===== config.mk =====
export PLATFORM = sky130hd
export DESIGN_NAME = keypad_countdown_timer_display
export DESIGN_NICKNAME = d
export VERILOG_FILES = /design/src/hdl/kcd_pkg.sv /design/src/hdl/kcd_digit_split.sv /design/src/hdl/kcd_step.sv /design/src/hdl/keypad_countdown_timer_display.sv
export SDC_FILE = /design/constraint.sdc
export NUM_CORES = 1
export LEC_CHECK = 0
export BUFFER_PORTS_ARGS = -buffer_cell sky130_fd_sc_hd__buf_2
export CORE_MARGIN = 2
export CORE_UTILIZATION = 60
export DETAILED_ROUTE_END_ITERATION = 6
export PLACE_DENSITY = 0.87
export SLEW_MARGIN = 20
export SYNTH_ARGS = -nofsm -noshare
export SYNTH_HDL_FRONTEND = slang
export SYNTH_HIERARCHICAL = 1
export SYNTH_SLANG_ARGS = --single-unit

===== constraint.sdc =====
create_clock -name i_clk -period 20.7 [get_ports i_clk]
set_input_delay 4.14 -clock i_clk [delete_from_list [all_inputs] [get_ports i_clk]]
set_output_delay 4.14 -clock i_clk [all_outputs]
set_load 0.005 [all_outputs]

===== src/hdl/kcd_pkg.sv =====
// ----------------------------------------------------------------------------
// kcd_pkg
// Shared types, constants and the segment decode for the countdown timer.
// ----------------------------------------------------------------------------
package kcd_pkg;

    localparam int NUM_DIGITS_DEF = 3;

    localparam int ACTION_W = 3;
    localparam int DIGIT_W  = 4;
    localparam int SEG_W    = 7;
    localparam int EN_W     = 3;
    localparam int COUNT_W  = 10;

    localparam logic [COUNT_W-1:0] COUNT_MAX   = 10'd999;
    localparam logic [COUNT_W-1:0] COUNT_RESET = 10'd1;
    localparam logic [DIGIT_W-1:0] DIGIT_MAX   = 4'd9;

    typedef enum logic [ACTION_W-1:0] {
        ACT_DIGIT     = 3'd0,
        ACT_PROGRAM   = 3'd1,
        ACT_START     = 3'd2,
        ACT_SEC_TICK  = 3'd3,
        ACT_DISP_TICK = 3'd4
    } t_action;

    typedef struct packed {
        logic [COUNT_W-1:0] remaining;
        logic               programming;
        logic               running;
        logic               done;
        logic [SEG_W-1:0]   segments;
        logic [EN_W-1:0]    enables;
    } t_state;

    // bit 0 is segment a
    function automatic logic [SEG_W-1:0] seg_decode(input logic [DIGIT_W-1:0] d);
        logic [SEG_W-1:0] s;
        case (d)
            4'd0: s = 7'h3f;
            4'd1: s = 7'h06;
            4'd2: s = 7'h5b;
            4'd3: s = 7'h4f;
            4'd4: s = 7'h66;
            4'd5: s = 7'h6d;
            4'd6: s = 7'h7d;
            4'd7: s = 7'h07;
            4'd8: s = 7'h7f;
            4'd9: s = 7'h67;
            default: s = '0;
        endcase
        return s;
    endfunction

endpackage


===== src/hdl/kcd_digit_split.sv =====
// ----------------------------------------------------------------------------
// kcd_digit_split
// Splits the count into decimal digits and picks the one shown at a phase.
// ----------------------------------------------------------------------------
module kcd_digit_split #(
    parameter int NUM_DIGITS = kcd_pkg::NUM_DIGITS_DEF,
    parameter int PHASE_W    = (NUM_DIGITS > 1) ? $clog2(NUM_DIGITS) : 1
) (
    input  logic [kcd_pkg::COUNT_W-1:0] i_remaining,
    input  logic [PHASE_W-1:0]          i_phase,
    output logic [kcd_pkg::SEG_W-1:0]   o_segments,
    output logic [kcd_pkg::EN_W-1:0]    o_enables
);
    import kcd_pkg::*;

    logic [15:0]        prod_h;
    logic [3:0]         hund;
    logic [9:0]         hund_x100;
    logic [6:0]         rest;
    logic [13:0]        prod_t;
    logic [3:0]         tens;
    logic [3:0]         units;
    logic [2:0]         pos;
    logic [DIGIT_W-1:0] sel;

    // count never exceeds 999: x*41>>12 and x*103>>10 give exact /100 and /10
    assign prod_h    = 16'(i_remaining) * 16'd41;
    assign hund      = prod_h[15:12];
    assign hund_x100 = 10'(hund) * 10'd100;
    assign rest      = 7'(i_remaining - hund_x100);
    assign prod_t    = 14'(rest) * 14'd103;
    assign tens      = prod_t[13:10];
    assign units     = 4'(rest - 7'(tens) * 7'd10);

    assign pos = 3'(NUM_DIGITS - 1) - 3'(i_phase);

    always_comb begin
        case (pos)
            3'd0:    sel = units;
            3'd1:    sel = tens;
            3'd2:    sel = hund;
            default: sel = '0;
        endcase
    end

    assign o_segments = seg_decode(sel);
    assign o_enables  = (32'(i_phase) < EN_W) ? EN_W'(1 << i_phase) : '0;

endmodule


===== src/hdl/kcd_step.sv =====
// ----------------------------------------------------------------------------
// kcd_step
// Next-state logic for one event: entry, start, countdown and display scan.
// ----------------------------------------------------------------------------
module kcd_step #(
    parameter int NUM_DIGITS = kcd_pkg::NUM_DIGITS_DEF,
    parameter int PHASE_W    = (NUM_DIGITS > 1) ? $clog2(NUM_DIGITS) : 1
) (
    input  kcd_pkg::t_state                i_state,
    input  logic [PHASE_W-1:0]             i_entry_phase,
    input  logic [PHASE_W-1:0]             i_disp_phase,
    input  logic [kcd_pkg::ACTION_W-1:0]   i_action,
    input  logic [kcd_pkg::DIGIT_W-1:0]    i_digit,
    output kcd_pkg::t_state                o_state,
    output logic [PHASE_W-1:0]             o_entry_phase,
    output logic [PHASE_W-1:0]             o_disp_phase
);
    import kcd_pkg::*;

    localparam logic [PHASE_W:0] LAST_PHASE = (PHASE_W + 1)'(NUM_DIGITS - 1);

    logic [PHASE_W-1:0] entry_eff;
    logic [PHASE_W-1:0] disp_eff;
    logic [PHASE_W-1:0] entry_inc;
    logic [PHASE_W-1:0] disp_inc;
    logic [13:0]        acc;
    logic [SEG_W-1:0]   disp_seg;
    logic [EN_W-1:0]    disp_en;

    assign entry_eff = ({1'b0, i_entry_phase} > LAST_PHASE) ? '0 : i_entry_phase;
    assign disp_eff  = ({1'b0, i_disp_phase}  > LAST_PHASE) ? '0 : i_disp_phase;
    assign entry_inc = ({1'b0, entry_eff} == LAST_PHASE) ? '0 : PHASE_W'(entry_eff + 1'b1);
    assign disp_inc  = ({1'b0, disp_eff}  == LAST_PHASE) ? '0 : PHASE_W'(disp_eff + 1'b1);

    assign acc = (14'(i_state.remaining) << 3) + (14'(i_state.remaining) << 1)
               + 14'(i_digit);

    kcd_digit_split #(
        .NUM_DIGITS (NUM_DIGITS),
        .PHASE_W    (PHASE_W)
    ) u_split (
        .i_remaining (i_state.remaining),
        .i_phase     (disp_eff),
        .o_segments  (disp_seg),
        .o_enables   (disp_en)
    );

    always_comb begin
        o_state       = i_state;
        o_entry_phase = i_entry_phase;
        o_disp_phase  = i_disp_phase;
        case (t_action'(i_action))
            ACT_DIGIT: begin
                if (i_state.programming && (i_digit <= DIGIT_MAX)) begin
                    if (entry_eff == '0) begin
                        o_state.remaining = COUNT_W'(i_digit);
                    end else if (acc > 14'(COUNT_MAX)) begin
                        o_state.remaining = COUNT_MAX;
                    end else begin
                        o_state.remaining = acc[COUNT_W-1:0];
                    end
                    o_entry_phase = entry_inc;
                end
            end
            ACT_PROGRAM: begin
                o_state.programming = 1'b1;
                o_state.running     = 1'b0;
                o_state.done        = 1'b0;
            end
            ACT_START: begin
                if (i_state.programming) begin
                    o_state.programming = 1'b0;
                    o_state.running     = 1'b1;
                end
            end
            ACT_SEC_TICK: begin
                if (i_state.running && !i_state.done) begin
                    if (i_state.remaining == '0) begin
                        o_state.done    = 1'b1;
                        o_state.running = 1'b0;
                        o_state.enables = '0;
                    end else begin
                        o_state.remaining = i_state.remaining - 1'b1;
                    end
                end
            end
            ACT_DISP_TICK: begin
                if (i_state.running && !i_state.done) begin
                    o_state.segments = disp_seg;
                    o_state.enables  = disp_en;
                    o_disp_phase     = disp_inc;
                end
            end
            default: begin
            end
        endcase
    end

endmodule


===== src/hdl/keypad_countdown_timer_display.sv =====
// ----------------------------------------------------------------------------
// keypad_countdown_timer_display
// Countdown timer with keypad entry and multiplexed seven-segment scan.
// Pipeline: 2 register stages (input reg, state reg); o_valid rises once an accepted item has passed both.
// Throughput: one item per cycle unless i_ready stalls the output; the state update is a single pass.
// Reset: synchronous active low; count 1, all flags, phases, segments and enables clear; r_action and r_digit keep.
// ----------------------------------------------------------------------------
module keypad_countdown_timer_display #(
    parameter int NUM_DIGITS = kcd_pkg::NUM_DIGITS_DEF
) (
    input  logic                          i_clk,
    input  logic                          i_rst_n,
    input  logic                          i_valid,
    output logic                          o_ready,
    input  logic [kcd_pkg::ACTION_W-1:0]  i_action,
    input  logic [kcd_pkg::DIGIT_W-1:0]   i_digit,
    output logic                          o_valid,
    input  logic                          i_ready,
    output logic [kcd_pkg::SEG_W-1:0]     o_segments,
    output logic [kcd_pkg::EN_W-1:0]      o_digit_enable,
    output logic                          o_programming_led,
    output logic                          o_finished,
    output logic [kcd_pkg::COUNT_W-1:0]   o_count_value
);
    import kcd_pkg::*;

    localparam int PHASE_W = (NUM_DIGITS > 1) ? $clog2(NUM_DIGITS) : 1;

    logic                r_in_valid;
    logic [ACTION_W-1:0] r_action;
    logic [DIGIT_W-1:0]  r_digit;
    logic                r_out_valid;
    t_state              r_state;
    t_state              n_state;
    logic [PHASE_W-1:0]  r_entry_phase;
    logic [PHASE_W-1:0]  n_entry_phase;
    logic [PHASE_W-1:0]  r_disp_phase;
    logic [PHASE_W-1:0]  n_disp_phase;
    logic                advance;

    assign advance = !r_out_valid || i_ready;
    assign o_ready = !r_in_valid || advance;

    always_ff @(posedge i_clk) begin
        if (!i_rst_n) begin
            r_in_valid <= 1'b0;
        end else if (o_ready) begin
            r_in_valid <= i_valid;
        end
    end

    always_ff @(posedge i_clk) begin
        if (o_ready && i_valid) begin
            r_action <= i_action;
            r_digit  <= i_digit;
        end
    end

    kcd_step #(
        .NUM_DIGITS (NUM_DIGITS),
        .PHASE_W    (PHASE_W)
    ) u_step (
        .i_state       (r_state),
        .i_entry_phase (r_entry_phase),
        .i_disp_phase  (r_disp_phase),
        .i_action      (r_action),
        .i_digit       (r_digit),
        .o_state       (n_state),
        .o_entry_phase (n_entry_phase),
        .o_disp_phase  (n_disp_phase)
    );

    // state registers double as the result register
    always_ff @(posedge i_clk) begin
        if (!i_rst_n) begin
            r_out_valid       <= 1'b0;
            r_state.remaining <= COUNT_RESET;
            r_state.programming <= 1'b0;
            r_state.running   <= 1'b0;
            r_state.done      <= 1'b0;
            r_state.segments  <= '0;
            r_state.enables   <= '0;
            r_entry_phase     <= '0;
            r_disp_phase      <= '0;
        end else if (advance) begin
            r_out_valid <= r_in_valid;
            if (r_in_valid) begin
                r_state       <= n_state;
                r_entry_phase <= n_entry_phase;
                r_disp_phase  <= n_disp_phase;
            end
        end
    end

    assign o_valid           = r_out_valid;
    assign o_segments        = r_state.segments;
    assign o_digit_enable    = r_state.enables;
    assign o_programming_led = r_state.programming;
    assign o_finished        = r_state.done;
    assign o_count_value     = r_state.remaining;

endmodule


==> impl_metrics.csv <==
group,metric,value,unit
synthesis,ys_seq_area_share,15.2,%
synthesis,synth_top_family_by_area,"adder cells",
final_layout,diodes,0,
synthesis,synth.area.mux_share,8.26,%
pwr,clockPowerShare,38.9,%
drt,avgRoutedWirePerCell,15.9,um
synthesis,ys_top_cells_by_area,"ha_1 (25%), dfxtp_1 (11%), nand2_1 (7.6%), mux2i_1 (7.3%), fa_1 (6.2%)",
cts,clkTransAtPathRegs,0.09,ns
pwr,p_per_area,27.6,nW/um^2
synthesis,synth_cells,601,
synthesis,ys_warn_count,6,
pwr,combPwrFrac,11.2,%
cts,cts_root_buf,"clkbuf_8",
pwr,intPower,110,uW
pwr,swShare,25.6,%
setup_path,required,20.93,ns
sta,whs,0.473,ns
sta,rsz0062_at_grt,"no",
setup_path,end_kind,"flip-flop",
synthesis,syn_area,5200,um^2
sta,timing.final.max_slew_violations,0,
drt,drtPass1Iterations,5,
pwr,cellLeakagePower,0.00288,uW
drt,via_per_inst,5.94,
sta,setup_viol,0,
synthesis,syn_avg_cell_area,8.65,um^2
drt,ant_nets,0,
placement,gp_congestion,0.913,
final_layout,fin_area,5360,um^2
final_layout,fillers,674,
synthesis,synth_top_area_share,25.3,%
job,cap_violations,0,
sta,tns,0,ns
setup_path,cp_slowest_cell,"dfxtp_1",
pwr,switching_power,37.9,uW
setup_path,critPathMostFrequentCell,"ha_1",
pwr,pwr-share-seq,50.0,%
cts,clk_path_buf_depth,2,
grt,overflow,0,
sta,finalHoldViolCount,0,
floorplan,initial_core_util,62.6,%
setup_path,timing.rr.start,"o_count_value[4]",
sta,min_period,9.93,ns
floorplan,dieArea,9430,um^2
cts,cts_buffers,5,
final_layout,drive_above_1_share,11.3,%
floorplan,coreArea,8300,um^2
synthesis,async_reset_ff_share,0,%
final_layout,regArea,791,um^2
setup_path,cp-startpoint,"o_count_value[4]",
final_layout,utilization,64.6,%
synthesis,ys_ff_latch,36,
grt,grt_pass1_wl,19000,um
grt,track_usage,23.7,%
outcome,status,"finished, final reports clean",
sta,tightest_slew,0.910,ns
sta,slew_headroom,39.3,%
synthesis,synthAdderAreaFrac,31.4,%
min_path,min-delay-start,"r_entry_phase[1]",
cts,hold_buffers,0,
placement,numPortBuffers,34,
setup_path,worstRegToRegCells,40,
synthesis,synth.distinct_cells,67,
synthesis,syn-num-nets,733,
cts,cts_resized,0,
cts,htreeDepth,2,
drt,drt_iter0_drc,211,
setup_path,path_class,"reg2reg",
cts,clk_latency,0.30,ns
setup_path,cp-start-kind,"flip-flop",
final_layout,area_growth,3.06,%
synthesis,yosys.area.top_type,"ha_1",
floorplan,io_pins,35,
drt,vias,4253,
cts,cts.sinks,36,
cts,cts_setup_buffers,0,
pwr,vdd_drop_max,42.3,uV
placement,placed_area,5250,um^2
synthesis,synth_compound_area_share,14.1,%
cts,cts_tree,"yes",
setup_path,worst-path-max-fanout,13,
final_layout,multi_input_area,3930,um^2
final_layout,instances_no_fill,716,
grt,antenna_found_initial,0,
synthesis,synthSimpleGateAreaFrac,17.0,%
min_path,min_path_cells,2,
drt,drc,0,
synthesis,synthXorXnorAreaFrac,4.79,%
floorplan,num_rows,33,
grt,grt_pass1_vias,4260,
final_layout,fin_nets,742,
setup_path,cp.arrival,10.16,ns
floorplan,fp.dieH,97.1,um
sta,fin_crit_sh,48.0,%
sta,finalClockSkew,0.0151,ns
sta,timing.fmax,0.101,GHz
min_path,hold_path.class,"reg2reg",
placement,hpwl,8870,um
floorplan,die_width,97.1,um
grt,grt_max_degree,56,
drt,wl,11300,um
placement,place_inst,708,
synthesis,synth-edff-count,7,
setup_path,cpPeakStageDelay,0.69,ns
synthesis,synth_flop_cell,"dfxtp_1",
==> cells in the mapped netlist, types with 2 or more instances <==
cell      number
a21oi_2        3
nand2b_1       4
xor2_1        10
buf_6          2
ha_1         105
nand3b_1       4
o31a_1         2
mux2i_1       38
fa_1          16
clkbuf_1       5
nand4_1        4
xnor2_1       14
o21bai_1       3
a21o_1         6
nor4_1         2
buf_2          3
o22ai_1        2
nor2b_4        3
o22a_1         2
o21a_1         3
dfxtp_1       29
inv_1         55
o211a_1        2
a21oi_1       17
o31ai_1        2
a31oi_1        4
o211ai_1       7
o21ai_0       17
nand2_1      105
buf_12         2
o21ai_1        7
mux2_2         3
inv_2          2
or4_4          2
nor3_1        14
a211oi_1       5
and3_1         5
nor2_1        17
edfxtp_1       7
buf_4         22
a221o_1        3
and2_1         6
a22o_1         3
nand3_1        5
nor2b_1        7
==> path summary, 6_finish.rpt <==
| path | endpoint | slack, ns |
|---|---|---|
| worst max-delay path | o_segments[6] | 10.77 |
| worst min-delay path | r_entry_phase[1] | 0.47 |
| worst max register to register | o_segments[6] | 10.77 |
| worst min register to register | r_entry_phase[1] | 0.47 |
==> worst max-delay path: cells and delay by family (launching register included) <==
family                     cells  cell delay [ns]
adders and majority gates     13             4.45
AOI/OAI and AO/OA              8             1.92
xor gates and xnor gates       8             1.61
DFF                            1             0.69
buffers and inverters          4             0.47
and+or+nand+nor                5             0.37
muxes                          2             0.35
==> kinds of logic (layout without fill, tap and decap cells) <==
| logic type | Yosys count | after routing |
|---|---|---|
| AO/OA/AOI/OAI | 100 | 100 |
| XOR/XNOR | 26 | 26 |
| adder cells (fa/ha/maj) | 121 | 121 |
| buffers and inverters | 92 | 102 |
| flip-flops | 36 | 36 |
| multiplexers | 42 | 42 |
| AND/OR/NAND/NOR | 184 | 184 |
==> layout make-up <==
cell class	count	area share, %
flip-flops and latches	36	14.8
multi-input cells	473	73.3
repair buffers	36	3.41
well taps	105	2.45
clock buffers	6	1.75
clock inverters	2	0.234
inverters	58	4.06
==> through the flow <==
stage / power [uW] / setup WS, ns
after floorplan: 88.8 / 11.98
after global placement: 91.1 / 10.88
after detailed placement: 91.9 / 10.82
after CTS: 149 / 10.79
after global routing: 153 / 10.02
final: 148 / 10.77
==> power groups by stage <==
stage | Combinational, uW | Sequential [uW] | Clock [uW]
2_1_floorplan | 13.1 | 75.6 | 0
3_3_place_gp | 15.6 | 75.4 | 0
3_5_place_dp | 16.3 | 75.6 | 0
4_1_cts | 16.4 | 73.9 | 58.4
5_1_grt | 18.2 | 74.1 | 61.0
6_report | 16.5 | 74.0 | 57.5
==> sequential cells by signal, summed over array words and instances (netlist names) <==
signal             count
o_count_value         10
o_digit_enable         3
o_finished             1
o_programming_led      1
o_segments             7
o_valid                1
r_action               3
r_digit                4
r_disp_phase           2
r_entry_phase          2
r_in_valid             1
r_state                1
==> layer usage <==
layer | up-vias | GRT usage, % | part of all wire [%]
met1 | 2011 | 27.3 | 43
met2 | 120 | 45.5 | 52
met3 | 29 | 2.30 | 3.3
li1 | 2093 | - | -
met4 | 0 | 7.80 | 2.0
met5 | - | 0 | 0
==> placed cells by master, fill, tap and decap left out, drive strengths merged, types with 7 or more instances in the layout <==
master,n
a211oi,7
a21oi,20
buf,36
dfxtp,29
edfxtp,7
fa,16
ha,105
inv,57
mux2i,38
nand2,107
nor2,18
nor2b,10
nor3,14
o211ai,7
o21ai,24
xnor2,15
xor2,10
(Power assumes the default switching activity.)
